**src/kcs_pkg.sv**
```systemverilog
// Package of the keyframe curve sampler: item types, codes, FSM states, constants.
// Depends on nothing.
package kcs_pkg;

    localparam int MAX_KEYS_DEF     = 64;
    localparam int COMPONENTS_DEF   = 16;
    localparam int SEARCH_STEPS_DEF = 16;

    localparam int KC_W      = 7;
    localparam int RES_W     = 50;
    localparam int NUM_W     = 48;
    localparam int DEN_W     = 32;
    localparam int LIN_SHIFT = 16;
    localparam int BEZ_SHIFT = 30;

    // Bezier parameter 1.0 in Q1.30.
    localparam logic [30:0] S_ONE = 31'h4000_0000;

    localparam logic signed [RES_W-1:0] RES_MAX = {{(RES_W-32){1'b0}}, 32'h7FFF_FFFF};
    localparam logic signed [RES_W-1:0] RES_MIN = {{(RES_W-32){1'b1}}, 32'h8000_0000};

    localparam logic [1:0] OP_WR_HDR = 2'd0;
    localparam logic [1:0] OP_WR_VAL = 2'd1;
    localparam logic [1:0] OP_SAMPLE = 2'd2;

    localparam logic [1:0] MODE_STEP   = 2'd0;
    localparam logic [1:0] MODE_LINEAR = 2'd1;
    localparam logic [1:0] MODE_BEZIER = 2'd2;

    typedef struct packed {
        logic [1:0]         opcode;
        logic [5:0]         key_index;
        logic [3:0]         component;
        logic signed [31:0] time_value;
        logic [1:0]         mode;
        logic signed [31:0] handle_in_x;
        logic signed [31:0] handle_in_y;
        logic signed [31:0] handle_out_x;
        logic signed [31:0] handle_out_y;
        logic signed [31:0] comp_value;
    } in_item_t;

    typedef struct packed {
        logic signed [31:0] sample_value;
        logic [5:0]         segment_key;
        logic               no_root;
        logic               clipped;
    } out_item_t;

    // One keyframe header as stored in the header memory.
    typedef struct packed {
        logic signed [31:0] time_value;
        logic [1:0]         mode;
        logic signed [31:0] hix;
        logic signed [31:0] hiy;
        logic signed [31:0] hox;
        logic signed [31:0] hoy;
    } hdr_t;

    // Command to the curve evaluator: one lerp (linear) or a full cubic.
    typedef struct packed {
        logic               linear;
        logic signed [31:0] p0;
        logic signed [31:0] p1;
        logic signed [31:0] p2;
        logic signed [31:0] p3;
        logic signed [32:0] s;
    } eval_cmd_t;

    typedef enum logic [3:0] {
        ST_IDLE,
        ST_WALK_RD,
        ST_WALK_CMP,
        ST_RD_K,
        ST_RD_K1,
        ST_RD_K2,
        ST_DISPATCH,
        ST_DIV_WAIT,
        ST_LIN_WAIT,
        ST_BIS_START,
        ST_BIS_WAIT,
        ST_VAL_START,
        ST_VAL_WAIT,
        ST_FINISH
    } state_t;

endpackage

```
**src/kcs_divider.sv**
```systemverilog
// Restoring divider for the linear segment parameter, one quotient bit per cycle.
// Depends on kcs_pkg.
module kcs_divider import kcs_pkg::*; (
    input  logic             aclk,
    input  logic             aresetn,
    input  logic             start,
    input  logic [NUM_W-1:0] num,
    input  logic [DEN_W-1:0] den,
    output logic             done,
    output logic [NUM_W-1:0] quo
);

    localparam int CNT_W = $clog2(NUM_W + 1);

    logic             busy_reg, busy_next;
    logic             done_reg, done_next;
    logic [CNT_W-1:0] cnt_reg, cnt_next;
    logic [DEN_W-1:0] rem_reg, rem_next;
    logic [DEN_W-1:0] den_reg, den_next;
    logic [NUM_W-1:0] quo_reg, quo_next;
    logic [DEN_W:0]   shifted;
    logic [DEN_W:0]   diff;

    // Shift in the next dividend bit and subtract when the divisor fits.
    always_comb begin
        busy_next = busy_reg;
        done_next = 1'b0;
        cnt_next  = cnt_reg;
        rem_next  = rem_reg;
        den_next  = den_reg;
        quo_next  = quo_reg;
        shifted   = {rem_reg, quo_reg[NUM_W-1]};
        diff      = shifted - {1'b0, den_reg};
        if (start) begin
            busy_next = 1'b1;
            cnt_next  = '0;
            rem_next  = '0;
            den_next  = den;
            quo_next  = num;
        end else if (busy_reg) begin
            if (shifted >= {1'b0, den_reg}) begin
                rem_next = diff[DEN_W-1:0];
                quo_next = {quo_reg[NUM_W-2:0], 1'b1};
            end else begin
                rem_next = shifted[DEN_W-1:0];
                quo_next = {quo_reg[NUM_W-2:0], 1'b0};
            end
            cnt_next = cnt_reg + 1'b1;
            if (cnt_reg == CNT_W'(NUM_W - 1)) begin
                busy_next = 1'b0;
                done_next = 1'b1;
            end
        end
    end

    always_ff @(posedge aclk) begin
        if (!aresetn) begin
            busy_reg <= 1'b0;
            done_reg <= 1'b0;
            cnt_reg  <= '0;
        end else begin
            busy_reg <= busy_next;
            done_reg <= done_next;
            cnt_reg  <= cnt_next;
        end
    end

    always_ff @(posedge aclk) begin
        rem_reg <= rem_next;
        den_reg <= den_next;
        quo_reg <= quo_next;
    end

    assign done = done_reg;
    assign quo  = quo_reg;

endmodule

```
**config.mk**
```make
export PLATFORM = sky130hd
export DESIGN_NAME = kcs_divider
export DESIGN_NICKNAME = d
export VERILOG_FILES = /design/src/kcs_pkg.sv /design/src/kcs_divider.sv
export SDC_FILE = /design/constraint.sdc
export NUM_CORES = 1
export LEC_CHECK = 0
export BUFFER_PORTS_ARGS = -buffer_cell sky130_fd_sc_hd__buf_4
export CELL_PAD_IN_SITES_DETAIL_PLACEMENT = 1
export CELL_PAD_IN_SITES_GLOBAL_PLACEMENT = 1
export CORE_MARGIN = 5
export CORE_UTILIZATION = 44
export CTS_CLUSTER_DIAMETER = 80
export DETAILED_ROUTE_END_ITERATION = 16
export PLACE_DENSITY = 0.77
export SYNTH_ARGS = -nofsm -noshare
export SYNTH_HDL_FRONTEND = slang
export SYNTH_SLANG_ARGS = --single-unit
export TNS_END_PERCENT = 30
```
**constraint.sdc**
```tcl
create_clock -name aclk -period 3.44 [get_ports aclk]
set_input_delay 0 -clock aclk [delete_from_list [all_inputs] [get_ports aclk]]
set_output_delay 0 -clock aclk [all_outputs]
set_load 0.03 [all_outputs]
```
[After elaboration in Yosys (flattened, before gate mapping)]
Index checks and enable logic that the tools add are counted.
Operators by class
  reductions and logical operators: 3
  multiplexer cells: 8
  eq/ne operators: 1
  add/sub/neg operators: 2
  bitwise operators: 2
  $lt $le $gt $ge: 1
Operators with widths (count)
  2-to-1 mux 48 bit: 2
  >= comparator 33 x 32 -> 1 bit: 1
  2-to-1 mux 32 bit: 1
  subtractor 32 bit: 1
  adder 6 x 1 -> 6 bit (second input constant): 1
  equality test 6 bit (second input constant): 1
  2-to-1 mux 1 bit: 5
  OR reduction 3 bit: 1
  NOT 1 bit: 2
  nonzero test 2 bit: 1
  OR reduction 2 bit: 1
Storage, ports and cells
  flip-flop bits (word level): 120
  input bits: 83
  logic and storage cells: 23
  output and inout bits: 49

[Logic depth before layout (Yosys ltp)]
  depth in word-level cells: 4
  depth in mapped cells: 13
  depth with buffers taken out: 12

[Worst setup path before layout]
Ideal clock, no wire load.
  path type: reg2reg
  start point: reg quo_reg[47] (netlist: quo[47])
  end point: reg rem_reg[25]
  path slack: 613 ps
  data required time: 3312 ps
  clock period less this slack: 2827 ps
  library setup time: 128 ps
  path buffers: 1
  arrival time: 2699 ps
  stages on the path, launching flop included: 13
  cells stage by stage: edfxtp_1 > inv_1 > ha_1 > nor2b_1 > o21bai_4 > a2111oi_2 > or3b_4 > o211ai_4 > a31oi_4 > buf_6 > mux2_1 > mux2i_1 > nor2_1
On the way
  word-level cells in the longest chain between the ends: 2
  elaborated cells on any way between the ends: 3
  classes of those cells: add/sub: 1; order compare: 1; mux: 1
Ends and longest elaborated chain
  start: declaration: line kcs_divider.sv:20  | logic [NUM_W-1:0] quo_reg, quo_next;
  start signal: assignment: line kcs_divider.sv:71  | quo_reg <= quo_next;
  subtractor 32 bit / >= comparator 33 x 32 -> 1 bit (equally long branches): line kcs_divider.sv:33, kcs_divider.sv:41
  2-to-1 mux 32 bit (*): line kcs_divider.sv:41  | if (shifted >= {1'b0, den_reg}) begin
  end signal: assignment: line kcs_divider.sv:69  | rem_reg <= rem_next;
  end: declaration: line kcs_divider.sv:18  | logic [DEN_W-1:0] rem_reg, rem_next;
Mark *: on every way between the ends. The rest lies on a longest branch, timed or not.
A chain may end at the register's enable or synchronous reset.

[Final worst setup path]
  start point: reg den_reg[6]
  end point: reg rem_reg[4]
On the way
  word-level cells in the longest chain between the ends: 2
Ends and longest elaborated chain
  start: declaration: line kcs_divider.sv:19  | logic [DEN_W-1:0] den_reg, den_next;
  start signal: assignment: line kcs_divider.sv:70  | den_reg <= den_next;
  >= comparator 33 x 32 -> 1 bit: line kcs_divider.sv:41
  2-to-1 mux 32 bit: line kcs_divider.sv:41
No other way between the ends.

==> run metrics <==
Iteration-0 DRC Markers=~310; ratio of cells with drive above 1 in the final layout=0.2723; critical path capture point type=flip-flop; number of global-route vias before repair=6,173; max incr delay on CP=0.47 ns; final period demand of the worst path=3.154 ns; Final HPWL DP=roughly 13 mm; startpoint types=flip-flop; Die Wd=133.1 um; Post-synth top flop=edfxtp_1; clk buf depth=2; row cnt=45; Worst-Margin Slew=1.178 ns; cell breakdown of the critical path=inv_1, ha_1, a21oi_1, o21ai_1, o2bb2ai_1, or3b_4, o211ai_4, a31oi_4, buf_6, mux2i_1, a211oi_1; number of iterations in the first detailed-routing pass=4; Post-Synthesis Cells=between 600 and 700; CTS clock-pin slew for the worst setup and hold paths=0.06 ns; Post-synth EDFFs=80; synth-to-layout area growth=38.03%; Worst Path Max Fanout=19; CTS HTree Levels=4; PortBufs=131; power per cell area=525.1 nW/um^2; Syn Nets=728; initial core utilization=0.4436; HP Class=input port to flip-flop; Setup TNS Final=0 ns; clock latency on the worst-skew pair=0.44 ns; Non-Filler Instances=1,019; Hold Fails Final Rpt=0; Arr. time, crit path=~3.5 ns; relative slew slack=0.2147; Die H=133.1 um; ys async rst share=0; GPL Wtd Cong=between 0.9 and 1; RSZ-0062 raised after global routing=false; # IOs=approximately 130; max reg flops=48; WL per Instance=approximately 21 um; WL final=21.00 mm; status=completed; die footprint=17,720 um^2; Global Route Usage Sum=0.2410; CTS tree=done; global-route wire length before repair=between 30 and 40 mm; core area=~15,000 um^2; Worst Clk Skew=0.02346 ns; worst ir drop on vdd=367.0 uV; largest net degree at the start of global routing=69; vias post-DR=about 5.6k; Placed Cells=905; Yosys reg bits=120; Crit-path slowest cell=or3b_4; GR Overflow Total=0; Required @ worst endpoint=3.74 ns; count of cell types in the netlist=54; Max Slew Vio Count=0; Syn Area/Cell=10.91 um^2; Syn Std Cell Area=6669 um^2; top achievable clock speed=317.1 MHz; Ys Warns=0; setup violators final=0; DRC viols=0; share of the yosys chip area belonging to registers=0.4803; Leak=about 3.8 nW; vias per cell=roughly 5.5; number of max-cap violations=0; crit path kind=flip-flop to flip-flop; Overall Power=a little under 5 mW; CTS Buf Count=17; final core occ=0.6123; CTS sink cnt=120; initial antenna violation count=1; Nets=934; Tcrit/Tclk final=0.9168; CTS root buffer=clkbuf_16; Post-DRT Antenna Nets=0
-- timing repair --
item                                    in CTS  in global routing
buffers inserted                             0                  0
endpoints found under the hold margin       86                  0
gates resized for setup                      0                  2
endpoints found under the setup margin       0                  3
hold buffers                                81                  0
-- kinds of logic (layout without fill, tap and decap cells) --
group                      after synthesis  after routing  synth area share
buffers and inverters                   72            291           0.04709
AOI/OAI and AO/OA                      136            136            0.1418
xor gates and xnor gates                31             31           0.04071
and+or+nand+nor                        138            138           0.09550
muxes                                   80             80            0.1296
other                                    0              1                 0
DFF                                    120            120            0.4803
adders and majority gates               34             34           0.06492
-- through the flow --
step / worst slack (ns) / area [um^2] / hold WS, ns
after floorplan: 0.6130 / 6669 / 0.09887
after global placement: 0.3642 / 7786 / 0.1777
after CTS: 0.09447 / 9186 / 0.1525
after detailed placement: 0.1580 / 7786 / 0.1792
final: 0.2863 / 9205 / 0.1713
after global routing: 0.1184 / 9205 / 0.1481
-- path summary, 6_finish.rpt --
kind	startpoint	endpoint	slack [ns]	depth (start not counted)
worst max register to register	den_reg[6]$_DFFE_PP_	rem_reg[4]$_SDFFE_PP0P_	0.29	11
worst max-delay path	den_reg[6]$_DFFE_PP_	rem_reg[4]$_SDFFE_PP0P_	0.29	11
worst min-delay path	start	den_reg[4]$_DFFE_PP_	0.17	2
worst min register to register	rem_reg[11]$_SDFFE_PP0P_	rem_reg[11]$_SDFFE_PP0P_	0.50	2
-- routing by layer --
metal	share of wire	wire, um	GRT usage
met5	0	0	0
met4	0.025	525	0.08343
met3	0.059	1249	0.08195
met2	0.52	10910	0.4343
met1	0.40	8313	0.2649
-- worst max-delay path, delay by kind of cell, from the launching register on --
kind                       cells  cell delay [ns]
muxes                          1             0.14
and+or+nand+nor                1             0.47
AOI/OAI and AO/OA              6             1.37
DFF                            1             0.36
adders and majority gates      1             0.38
buffers and inverters          2             0.28
-- synth_stat cells (all sizes together), types with 7 or more instances --
library cell / count / area share
o21ai: 14 / 0.011
nand2: 37 / 0.021
inv: 41 / 0.023
mux2: 51 / 0.086
a21oi: 41 / 0.031
xor2: 14 / 0.018
xnor2: 17 / 0.022
o21a: 9 / 0.010
a211oi: 25 / 0.028
a21o: 7 / 0.0079
o21bai: 8 / 0.011
edfxtp: 80 / 0.36
ha: 33 / 0.062
o211ai: 7 / 0.0099
dfxtp: 40 / 0.12
buf: 7 / 0.011
nand4: 13 / 0.012
mux2i: 29 / 0.044
clkbuf: 24 / 0.014
nor2: 52 / 0.029
-- cell usage in the layout, fill, tap and decap left out, drive strengths merged, types with 2 or more instances in the layout --
cell and count:
a211oi 25, a21boi 2, a21o 7, a21oi 41, a311oi 2, a31oi 6
a41oi 3, and3 2, buf 137, bufinv 2, clkbuf 17, clkinv 4
clkinvlp 2, dfxtp 40, dlygate4sd3 81, edfxtp 80, ha 33, inv 48
mux2 51, mux2i 29, nand2 37, nand2b 6, nand3 6, nand4 13
nor2 52, nor2b 6, nor3 5, o211ai 7, o21a 9, o21ai 14
o21bai 8, o2bb2ai 2, o31ai 4, or2 2, or3 4, xnor2 17
xor2 14
-- where the power goes --
group	switching, mW	internal, mW
Sequential	0.0865	1.69
Clock	0.749	1.08
Combinational	0.686	0.539
Total	1.52	3.31
-- cell type report --
type | instances | area [um^2]
fill | 1563 | 5828
sequential | 120 | 3204
multi-input combinational | 419 | 3164
timing repair buffer | 218 | 1856
clock buffer | 17 | 425.4
tap | 188 | 235.2
clock inverter | 15 | 163.9
inverter | 41 | 153.9
antenna | 1 | 2.502
Note: power is estimated with default switching activity, not from simulation.
