[src/kcs_pkg.sv]
// Package of the keyframe curve sampler: item types, codes, FSM states, constants.
// Depends on nothing.
package kcs_pkg;

    localparam int MAX_KEYS_DEF     = 64;
    localparam int COMPONENTS_DEF   = 16;
    localparam int SEARCH_STEPS_DEF = 16;

    localparam int KC_W      = 7;
    localparam int RES_W     = 50;
    localparam int NUM_W     = 48;
    localparam int DEN_W     = 32;
    localparam int LIN_SHIFT = 16;
    localparam int BEZ_SHIFT = 30;

    // Bezier parameter 1.0 in Q1.30.
    localparam logic [30:0] S_ONE = 31'h4000_0000;

    localparam logic signed [RES_W-1:0] RES_MAX = {{(RES_W-32){1'b0}}, 32'h7FFF_FFFF};
    localparam logic signed [RES_W-1:0] RES_MIN = {{(RES_W-32){1'b1}}, 32'h8000_0000};

    localparam logic [1:0] OP_WR_HDR = 2'd0;
    localparam logic [1:0] OP_WR_VAL = 2'd1;
    localparam logic [1:0] OP_SAMPLE = 2'd2;

    localparam logic [1:0] MODE_STEP   = 2'd0;
    localparam logic [1:0] MODE_LINEAR = 2'd1;
    localparam logic [1:0] MODE_BEZIER = 2'd2;

    typedef struct packed {
        logic [1:0]         opcode;
        logic [5:0]         key_index;
        logic [3:0]         component;
        logic signed [31:0] time_value;
        logic [1:0]         mode;
        logic signed [31:0] handle_in_x;
        logic signed [31:0] handle_in_y;
        logic signed [31:0] handle_out_x;
        logic signed [31:0] handle_out_y;
        logic signed [31:0] comp_value;
    } in_item_t;

    typedef struct packed {
        logic signed [31:0] sample_value;
        logic [5:0]         segment_key;
        logic               no_root;
        logic               clipped;
    } out_item_t;

    // One keyframe header as stored in the header memory.
    typedef struct packed {
        logic signed [31:0] time_value;
        logic [1:0]         mode;
        logic signed [31:0] hix;
        logic signed [31:0] hiy;
        logic signed [31:0] hox;
        logic signed [31:0] hoy;
    } hdr_t;

    // Command to the curve evaluator: one lerp (linear) or a full cubic.
    typedef struct packed {
        logic               linear;
        logic signed [31:0] p0;
        logic signed [31:0] p1;
        logic signed [31:0] p2;
        logic signed [31:0] p3;
        logic signed [32:0] s;
    } eval_cmd_t;

    typedef enum logic [3:0] {
        ST_IDLE,
        ST_WALK_RD,
        ST_WALK_CMP,
        ST_RD_K,
        ST_RD_K1,
        ST_RD_K2,
        ST_DISPATCH,
        ST_DIV_WAIT,
        ST_LIN_WAIT,
        ST_BIS_START,
        ST_BIS_WAIT,
        ST_VAL_START,
        ST_VAL_WAIT,
        ST_FINISH
    } state_t;

endpackage

[src/kcs_curve_eval.sv]
// Curve evaluator: one shared multiplier runs de Casteljau lerps in sequence.
// A linear command is a single lerp with a 16-bit shift. Depends on kcs_pkg.
module kcs_curve_eval import kcs_pkg::*; (
    input  logic                    aclk,
    input  logic                    aresetn,
    input  logic                    start,
    input  eval_cmd_t               cmd,
    output logic                    done,
    output logic signed [RES_W-1:0] result
);

    logic                    busy_reg, busy_next;
    logic                    done_reg, done_next;
    logic [2:0]              step_reg, step_next;
    eval_cmd_t               cmd_reg, cmd_next;
    logic signed [65:0]      prod_reg, prod_next;
    logic signed [31:0]      base_reg, base_next;
    logic signed [31:0]      a_reg, a_next, b_reg, b_next, c_reg, c_next;
    logic signed [31:0]      d_reg, d_next, e_reg, e_next;
    logic signed [RES_W-1:0] res_reg, res_next;

    logic                    issue;
    logic signed [31:0]      op_a, op_b;
    logic signed [32:0]      diff;
    logic signed [65:0]      shifted;
    logic signed [65:0]      sum;
    logic signed [RES_W-1:0] lerp_out;

    // Operand selection per step: three first-level lerps, two second, one final.
    always_comb begin
        issue = 1'b1;
        op_a  = cmd_reg.p0;
        op_b  = cmd_reg.p1;
        case (step_reg)
            3'd0: begin
                op_a = cmd_reg.p0;
                op_b = cmd_reg.p1;
            end
            3'd1: begin
                op_a = cmd_reg.p1;
                op_b = cmd_reg.p2;
            end
            3'd2: begin
                op_a = cmd_reg.p2;
                op_b = cmd_reg.p3;
            end
            3'd3: begin
                op_a = a_reg;
                op_b = b_reg;
            end
            3'd4: begin
                op_a = b_reg;
                op_b = c_reg;
            end
            3'd6: begin
                op_a = d_reg;
                op_b = e_reg;
            end
            default: issue = 1'b0;
        endcase
        diff = {op_b[31], op_b} - {op_a[31], op_a};
    end

    // Lerp output from the registered product: base plus floor of the scaled product.
    always_comb begin
        if (cmd_reg.linear) begin
            shifted = prod_reg >>> LIN_SHIFT;
        end else begin
            shifted = prod_reg >>> BEZ_SHIFT;
        end
        sum      = $signed({{34{base_reg[31]}}, base_reg}) + shifted;
        lerp_out = sum[RES_W-1:0];
    end

    // Step sequencer and captures of intermediate points.
    always_comb begin
        busy_next = busy_reg;
        done_next = 1'b0;
        step_next = step_reg;
        cmd_next  = cmd_reg;
        prod_next = prod_reg;
        base_next = base_reg;
        a_next    = a_reg;
        b_next    = b_reg;
        c_next    = c_reg;
        d_next    = d_reg;
        e_next    = e_reg;
        res_next  = res_reg;
        if (start) begin
            busy_next = 1'b1;
            step_next = '0;
            cmd_next  = cmd;
        end else if (busy_reg) begin
            if (issue) begin
                prod_next = diff * cmd_reg.s;
                base_next = op_a;
            end
            case (step_reg)
                3'd1: a_next = lerp_out[31:0];
                3'd2: b_next = lerp_out[31:0];
                3'd3: c_next = lerp_out[31:0];
                3'd4: d_next = lerp_out[31:0];
                3'd5: e_next = lerp_out[31:0];
                default: ;
            endcase
            if ((cmd_reg.linear && step_reg == 3'd1) || step_reg == 3'd7) begin
                res_next  = lerp_out;
                done_next = 1'b1;
                busy_next = 1'b0;
            end
            step_next = step_reg + 1'b1;
        end
    end

    always_ff @(posedge aclk) begin
        if (!aresetn) begin
            busy_reg <= 1'b0;
            done_reg <= 1'b0;
            step_reg <= '0;
        end else begin
            busy_reg <= busy_next;
            done_reg <= done_next;
            step_reg <= step_next;
        end
    end

    always_ff @(posedge aclk) begin
        cmd_reg  <= cmd_next;
        prod_reg <= prod_next;
        base_reg <= base_next;
        a_reg    <= a_next;
        b_reg    <= b_next;
        c_reg    <= c_next;
        d_reg    <= d_next;
        e_reg    <= e_next;
        res_reg  <= res_next;
    end

    assign done   = done_reg;
    assign result = res_reg;

endmodule

[config.mk]
export PLATFORM = sky130hd
export DESIGN_NAME = kcs_curve_eval
export DESIGN_NICKNAME = d
export VERILOG_FILES = /design/src/kcs_pkg.sv /design/src/kcs_curve_eval.sv
export SDC_FILE = /design/constraint.sdc
export NUM_CORES = 2
export LEC_CHECK = 0
export ABC_AREA = 0
export BUFFER_PORTS_ARGS = -buffer_cell sky130_fd_sc_hd__buf_2
export CAP_MARGIN = 15
export CORE_MARGIN = 10
export CORE_UTILIZATION = 50
export CTS_BUF_LIST = sky130_fd_sc_hd__clkbuf_4 sky130_fd_sc_hd__clkbuf_8
export CTS_CLUSTER_SIZE = 30
export DETAILED_ROUTE_END_ITERATION = 10
export GPL_ROUTABILITY_DRIVEN = 0
export GPL_TIMING_DRIVEN = 0
export PLACE_DENSITY = 0.66
export RECOVER_POWER = 100
export SLEW_MARGIN = 30
export SYNTH_ARGS = -nofsm -noshare
export SYNTH_HDL_FRONTEND = slang
export SYNTH_SLANG_ARGS = --single-unit
[constraint.sdc]
create_clock -name aclk -period 28.4 [get_ports aclk]
set_input_delay 2.84 -clock aclk [delete_from_list [all_inputs] [get_ports aclk]]
set_output_delay 2.84 -clock aclk [all_outputs]
set_load 0.02 [all_outputs]
## After elaboration in Yosys (flattened, before gate mapping)

Cells that the tools add are included.
W data, S select, Z words.

| word-level totals | value |
|---|---|
| logic and storage cells | 52 |
| bits of input ports | 165 |
| register bits after elaboration | 475 |

| cells by class | value |
|---|---|
| bitwise logic cells | 3 |
| multipliers | 1 |
| equal/unequal tests | 7 |
| reductions and logical operators | 13 |
| $add $sub $neg | 3 |
| muxes and demuxes | 8 |

Operators with widths:

| cell | count |
|---|---|
| $pmux W32 S5 | 2 |
| $mul A33 B33 Y66 | 1 |
| $add A32 B50 Y50 | 1 |
| $mux W49 | 1 |
| $sub A32 B32 Y33 | 1 |
| $reduce_and A3 Y1 | 7 |
| $eq A3 B3 Y1 const B | 4 |
| $eq A3 B2 Y1 const B | 2 |
| $reduce_or A6 Y1 | 1 |
| $mux W1 | 5 |
| $add A3 B1 Y3 const B | 1 |
| $eq A3 B1 Y1 const B | 1 |
| $logic_not A3 Y1 | 1 |
| $not A1 Y1 | 3 |
| $reduce_or A3 Y1 | 1 |
| $reduce_or A2 Y1 | 1 |
| $logic_and A1 B1 Y1 | 1 |
| $logic_or A1 B1 Y1 | 1 |

## Logic depth before layout (Yosys ltp)

| depth | value |
|---|---|
| depth after elaboration | 6 |
| mapped depth | 52 |
| gate-level depth less buffers | 46 |

## Worst setup path before layout

Ideal clock, no wire load.

| timing path | value |
|---|---|
| path kind | reg2reg |
| start | reg step_reg[2] |
| end | reg prod_reg[65], data pin |
| library setup time | 0.260 ns |
| period minus slack after synthesis | 12.012 ns |
| stages on the path, launching flop included | 48 |
| path slack | 16.388 ns |
| data arrival time | 11.753 ns |
| path buffers | 8 |
| path through | dfxtp_1 clkbuf_1 clkbuf_1 clkbuf_1 inv_1 ha_1 clkbuf_1 clkbuf_1 a222oi_1 o211ai_1 o21ai_0 ha_1 inv_1 fa_1 a21o_1 a21oi_1 o21ai_1 a211oi_2 [... 12 more ...] inv_1 fa_1 fa_1 fa_1 inv_1 fa_1 inv_1 ha_1 clkbuf_1 a21o_1 a21o_1 a21o_1 a21o_1 a21oi_1 nor2b_1 or3_1 a21oi_1 xnor2_1 |

| between the ends | value |
|---|---|
| word-level cells in the longest chain between the ends | 4 |
| elaborated cells on any way between the ends | 9 |
| classes of those cells | 1 x add/sub; 1 x mul; 5 x eq/ne; 2 x mux |

Ends and longest elaborated chain:

| what | line | source |
|---|---|---|
| from (decl) | kcs_curve_eval.sv:14 | `logic [2:0] step_reg, step_next;` |
| from (signal assigned) | kcs_curve_eval.sv:123 | `step_reg <= step_next;` |
| $eq A3 B3 Y1 (tied with other cells) | kcs_curve_eval.sv:34 | `case (step_reg)` |
| $pmux W32 S5 | kcs_curve_eval.sv:34 |  |
| $sub A32 B32 Y33 * | kcs_curve_eval.sv:61 | `diff = {op_b[31], op_b} - {op_a[31], op_a};` |
| $mul A33 B33 Y66 * | kcs_curve_eval.sv:95 | `prod_next = diff * cmd_reg.s;` |
| to (signal assigned) | kcs_curve_eval.sv:129 | `prod_reg <= prod_next;` |
| to (decl) | kcs_curve_eval.sv:16 | `logic signed [65:0] prod_reg, prod_next;` |

Mark *: on every way between the ends. The rest lies on a longest branch, timed or not.
A chain may end at the register's enable or synchronous reset.

## Worst setup path after layout

Ends and elaborated chain as after synthesis.

==> run summary <==
WORST HOLD PATH
-----------------------------------------------------------------------------------------------
Count of cells along the worst hold path                                                      2
Source of the worst hold timing path                                               cmd_reg[132]$_DFFE_PP_
Worst hold-check path type                                                         flop to flop

FINAL LAYOUT
-----------------------------------------------------------------------------------------------
Share of the core filled with cells in the final layout                                  54.26%
Multi-input gate area in the final layout                                             42540 µm²
Fraction of layout cells with a size suffix above 1                                      6.080%
Final standard cell area without fillers                                              67170 µm²
Count of non-filler cells in the finished layout                                           8178
Final Net Count                                                                            8080
Filler cell count                                                                         11180
Number of flip-flops in the largest register                                                162
Sequential cell area                                                                  13730 µm²
Layout overhead on the synthesized area                                                  7.672%

GLOBAL ROUTE
-----------------------------------------------------------------------------------------------
Largest net degree at the start of global routing                                            93
Met2 Use GR                                                                              47.15%
Vias in the first global route                                                            49620
Met3 usage                                                                               11.28%
Grt ovf                                                                                       0
Wire length of the first global-routing pass                                          320400 µm
Initial antenna violation count                                                              20
Total GRT Usage                                                                          30.91%
Grt peak-use layer                                                                         met2
GRT met1 Usage                                                                           37.45%

TIMING
-----------------------------------------------------------------------------------------------
Transition time at the pin with the least slew margin                                  4.774 ns
Final setup TNS                                                                            0 ns
Post-Route Skew                                                                      0.09571 ns
Fin crit share                                                                           64.24%
Fin crit period                                                                        18.24 ns
Total setup violations reported at the end of the flow                                        0
Headroom to the max-slew limit                                                          -218.2%
Final count of hold timing violations                                                         0
Unrepaired setup endpoints after global routing                                              no
Final Max Slew Viols                                                                        189
Timing-limited maximum frequency                                                      54.81 MHz

WORST SETUP PATH
-----------------------------------------------------------------------------------------------
Startpoint kind of the worst setup timing path                                             flop
Worst path depth                                                                             46
Arrival time of the worst setup path                                                   18.69 ns
Buffers and inverters on the worst path                                                      12
CP max stage delay                                                                      0.90 ns
Cell class contributing the biggest share of worst-path delay                       adder cells
CP max FO                                                                                    10
Launch point of the worst reg-to-reg path                                          step_reg[2]$_SDFFE_PP0P_
Reg2reg path depth                                                                           46
Dominant cell type by count on the critical path                                   sky130_fd_sc_hd__fa_1
Slowest stage cell on the critical path                                            sky130_fd_sc_hd__fa_1
CP Launch Point                                                                    step_reg[2]$_SDFFE_PP0P_
Kind of end point of the critical path                                                     flop
Required arrival time at the worst endpoint                                            28.85 ns
Worst setup path category                                                          flop to flop

CLOCK TREE
-----------------------------------------------------------------------------------------------
CTS buffer count                                                                             76
Root buffer selected by CTS                                                        sky130_fd_sc_hd__clkbuf_8
Buffers inserted by post-CTS timing repair                                                    0
Number of H-tree levels                                                                       3
CTS Buffer Depth                                                                              3
Clock input transition at the sequential cells of the worst setup and hold paths        0.07 ns
Clock network latency to the later pin of the worst-skew pair                           0.81 ns
Post-CTS sizing                                                                               0
Number of hold buffers added after CTS                                                        0
# clock sinks                                                                               459
TritonCTS clock tree                                                                      built

FLOORPLAN
-----------------------------------------------------------------------------------------------
Starting utilization of the core area                                                    50.39%
Die span in y                                                                          373.2 µm
Total Die Area                                                                       139300 µm²
Number of core rows                                                                         129
Die width                                                                              373.2 µm
Ports placed on the boundary                                                                216
Area of the core                                                                     123800 µm²

YOSYS
-----------------------------------------------------------------------------------------------
Number of standard cells after synthesis                                                   6150
Number of synthesized flops with an enable pin                                              454
Post-synthesis net count                                                                   7760
Mapped cell area                                                                      62380 µm²
FFs w/ async S/R, synth                                                                      0%
Sequential share of the synthesized area                                                 22.01%
Main flop type after synthesis                                                     sky130_fd_sc_hd__edfxtp_1
Synthesis warning total                                                                       0
Mean cell area of the mapped netlist                                                  10.14 µm²
Count of distinct cell types in the synthesized netlist                                      88
Yosys reg bits                                                                              459

DETAILED ROUTING
-----------------------------------------------------------------------------------------------
Antenna Nets Post-Route                                                                       0
Post-Route WL                                                                         218100 µm
Length of the first detailed-routing pass in iterations                                       9
Residual DRC count                                                                            0
Iter 0 DRT Violations                                                                      5992
Overall via count from detail_route                                                       48510
Wire length per cell                                                                   26.67 µm
Via density per instance                                                                  5.932

FLOW RUN
-----------------------------------------------------------------------------------------------
Max cap viols                                                                                 5

OUTCOME
-----------------------------------------------------------------------------------------------
Violated checks                                                                    capacitance limit, slew limit
Status                                                                             complete, but fails checks

PLACE
-----------------------------------------------------------------------------------------------
Port bufs                                                                                   215
Cell Area, Placed                                                                     66190 µm²
Half-perimeter wire length after placement                                            180500 µm
Number of placed cells counting well taps                                                  8028

[stage by stage]
| stage | hold slack, ns | setup slack [ns] |
|---|---|---|
| 3_5_place_dp | 0.5633 | 11.83 |
| 2_1_floorplan | 0.5221 | 16.39 |
| 3_3_place_gp | 0.5642 | 12.08 |
| 5_1_grt | 0.5248 | 9.414 |
| 4_1_cts | 0.4920 | 11.87 |
| 6_report | 0.4853 | 10.16 |
[layout by cell type (no fill, tap or decap), types with 77 or more instances in the layout]
| master | count |
|---|---|
| sky130_fd_sc_hd__a21oi_1 | 121 |
| sky130_fd_sc_hd__and2_1 | 447 |
| sky130_fd_sc_hd__buf_2 | 149 |
| sky130_fd_sc_hd__clkbuf_1 | 445 |
| sky130_fd_sc_hd__clkbuf_8 | 77 |
| sky130_fd_sc_hd__edfxtp_1 | 454 |
| sky130_fd_sc_hd__fa_1 | 1146 |
| sky130_fd_sc_hd__ha_1 | 299 |
| sky130_fd_sc_hd__inv_1 | 1246 |
| sky130_fd_sc_hd__nand2_1 | 650 |
| sky130_fd_sc_hd__nand2b_1 | 80 |
| sky130_fd_sc_hd__nand3_1 | 89 |
| sky130_fd_sc_hd__nand4_1 | 84 |
| sky130_fd_sc_hd__nor2_1 | 118 |
| sky130_fd_sc_hd__o21ai_0 | 138 |
[Yosys cell counts (7+ instances only)]
| library cell | number | share of area, % |
|---|---|---|
| sky130_fd_sc_hd__a311oi_1 | 16 | 0.22 |
| sky130_fd_sc_hd__edfxtp_1 | 454 | 22 |
| sky130_fd_sc_hd__o311ai_0 | 12 | 0.17 |
| sky130_fd_sc_hd__xnor2_1 | 86 | 1.2 |
| sky130_fd_sc_hd__inv_1 | 1247 | 7.5 |
| sky130_fd_sc_hd__xor2_1 | 46 | 0.65 |
| sky130_fd_sc_hd__a31oi_1 | 33 | 0.33 |
| sky130_fd_sc_hd__o311ai_1 | 8 | 0.11 |
| sky130_fd_sc_hd__and4b_1 | 16 | 0.26 |
| sky130_fd_sc_hd__mux2_2 | 38 | 0.69 |
| sky130_fd_sc_hd__a21o_1 | 62 | 0.75 |
| sky130_fd_sc_hd__and2_1 | 452 | 4.5 |
| sky130_fd_sc_hd__a211oi_1 | 21 | 0.25 |
| sky130_fd_sc_hd__nor2b_1 | 42 | 0.42 |
| sky130_fd_sc_hd__nand4b_1 | 36 | 0.51 |
| sky130_fd_sc_hd__or3_1 | 8 | 0.080 |
| sky130_fd_sc_hd__nand2_1 | 650 | 3.9 |
| sky130_fd_sc_hd__o21ai_0 | 133 | 1.1 |
| sky130_fd_sc_hd__nand3_1 | 89 | 0.71 |
| sky130_fd_sc_hd__o21bai_1 | 15 | 0.18 |
| sky130_fd_sc_hd__o21a_1 | 45 | 0.54 |
| sky130_fd_sc_hd__buf_1 | 17 | 0.10 |
| sky130_fd_sc_hd__a21oi_1 | 120 | 0.96 |
| sky130_fd_sc_hd__a222oi_1 | 64 | 1.0 |
| sky130_fd_sc_hd__o211ai_1 | 37 | 0.45 |
| sky130_fd_sc_hd__nand4_1 | 84 | 0.84 |
| sky130_fd_sc_hd__clkbuf_1 | 350 | 2.1 |
| sky130_fd_sc_hd__o21ai_1 | 10 | 0.080 |
| sky130_fd_sc_hd__ha_1 | 299 | 6.0 |
| sky130_fd_sc_hd__nor3b_1 | 7 | 0.084 |
| sky130_fd_sc_hd__or2_2 | 17 | 0.17 |
| sky130_fd_sc_hd__nand2b_1 | 80 | 0.80 |
| sky130_fd_sc_hd__buf_2 | 13 | 0.10 |
| sky130_fd_sc_hd__or3b_2 | 16 | 0.22 |
| sky130_fd_sc_hd__a22oi_1 | 61 | 0.73 |
| sky130_fd_sc_hd__and3_1 | 14 | 0.14 |
| sky130_fd_sc_hd__nor3_1 | 40 | 0.32 |
| sky130_fd_sc_hd__nor2_1 | 119 | 0.72 |
| sky130_fd_sc_hd__fa_1 | 1146 | 37 |
| sky130_fd_sc_hd__mux2i_1 | 47 | 0.75 |
[worst paths after layout]
path / to / slack (ns)
max: prod_reg[65]$_DFFE_PP_ / 10.16
min: base_reg[3]$_DFFE_PP_ / 0.49
max reg2reg: prod_reg[65]$_DFFE_PP_ / 10.16
min reg2reg: base_reg[3]$_DFFE_PP_ / 0.49
[metal layers]
layer	up-vias	share of wire [%]
li1	20180	-
met1	24090	36
met2	3375	43
met3	858	14
met4	12	7.6
met5	-	0.035
[worst min-delay path: stages (launching register included)]
cell	delay, ns
sky130_fd_sc_hd__edfxtp_1	0.32
sky130_fd_sc_hd__mux2i_1	0.10
sky130_fd_sc_hd__inv_1	0.06
[kinds of logic (layout without fill, tap and decap cells)]
family	Yosys count	in the layout	share of synthesized area, %
adders and majority gates	1445	1445	42.77
xor gates and xnor gates	132	132	1.853
AOI/OAI and AO/OA	704	704	7.967
muxes	85	85	1.440
other	0	11	0
buffers and inverters	1635	2015	9.926
and+or+nand+nor	1690	1690	14.03
DFF	459	459	22.01
[final cells by class]
type | count | share of cell area, %
buffer | 387 | 2.254
timing repair buffer | 242 | 1.652
clock buffer | 108 | 1.924
clock inverter | 30 | 0.3279
multi-input combinational | 4056 | 63.33
antenna | 11 | 0.04098
tap | 1637 | 3.049
inverter | 1248 | 6.974
sequential | 459 | 20.45
Power is left out: the tool's default activity adds up to more than one toggle a clock period on the data nets, which glitch-free logic cannot reach.
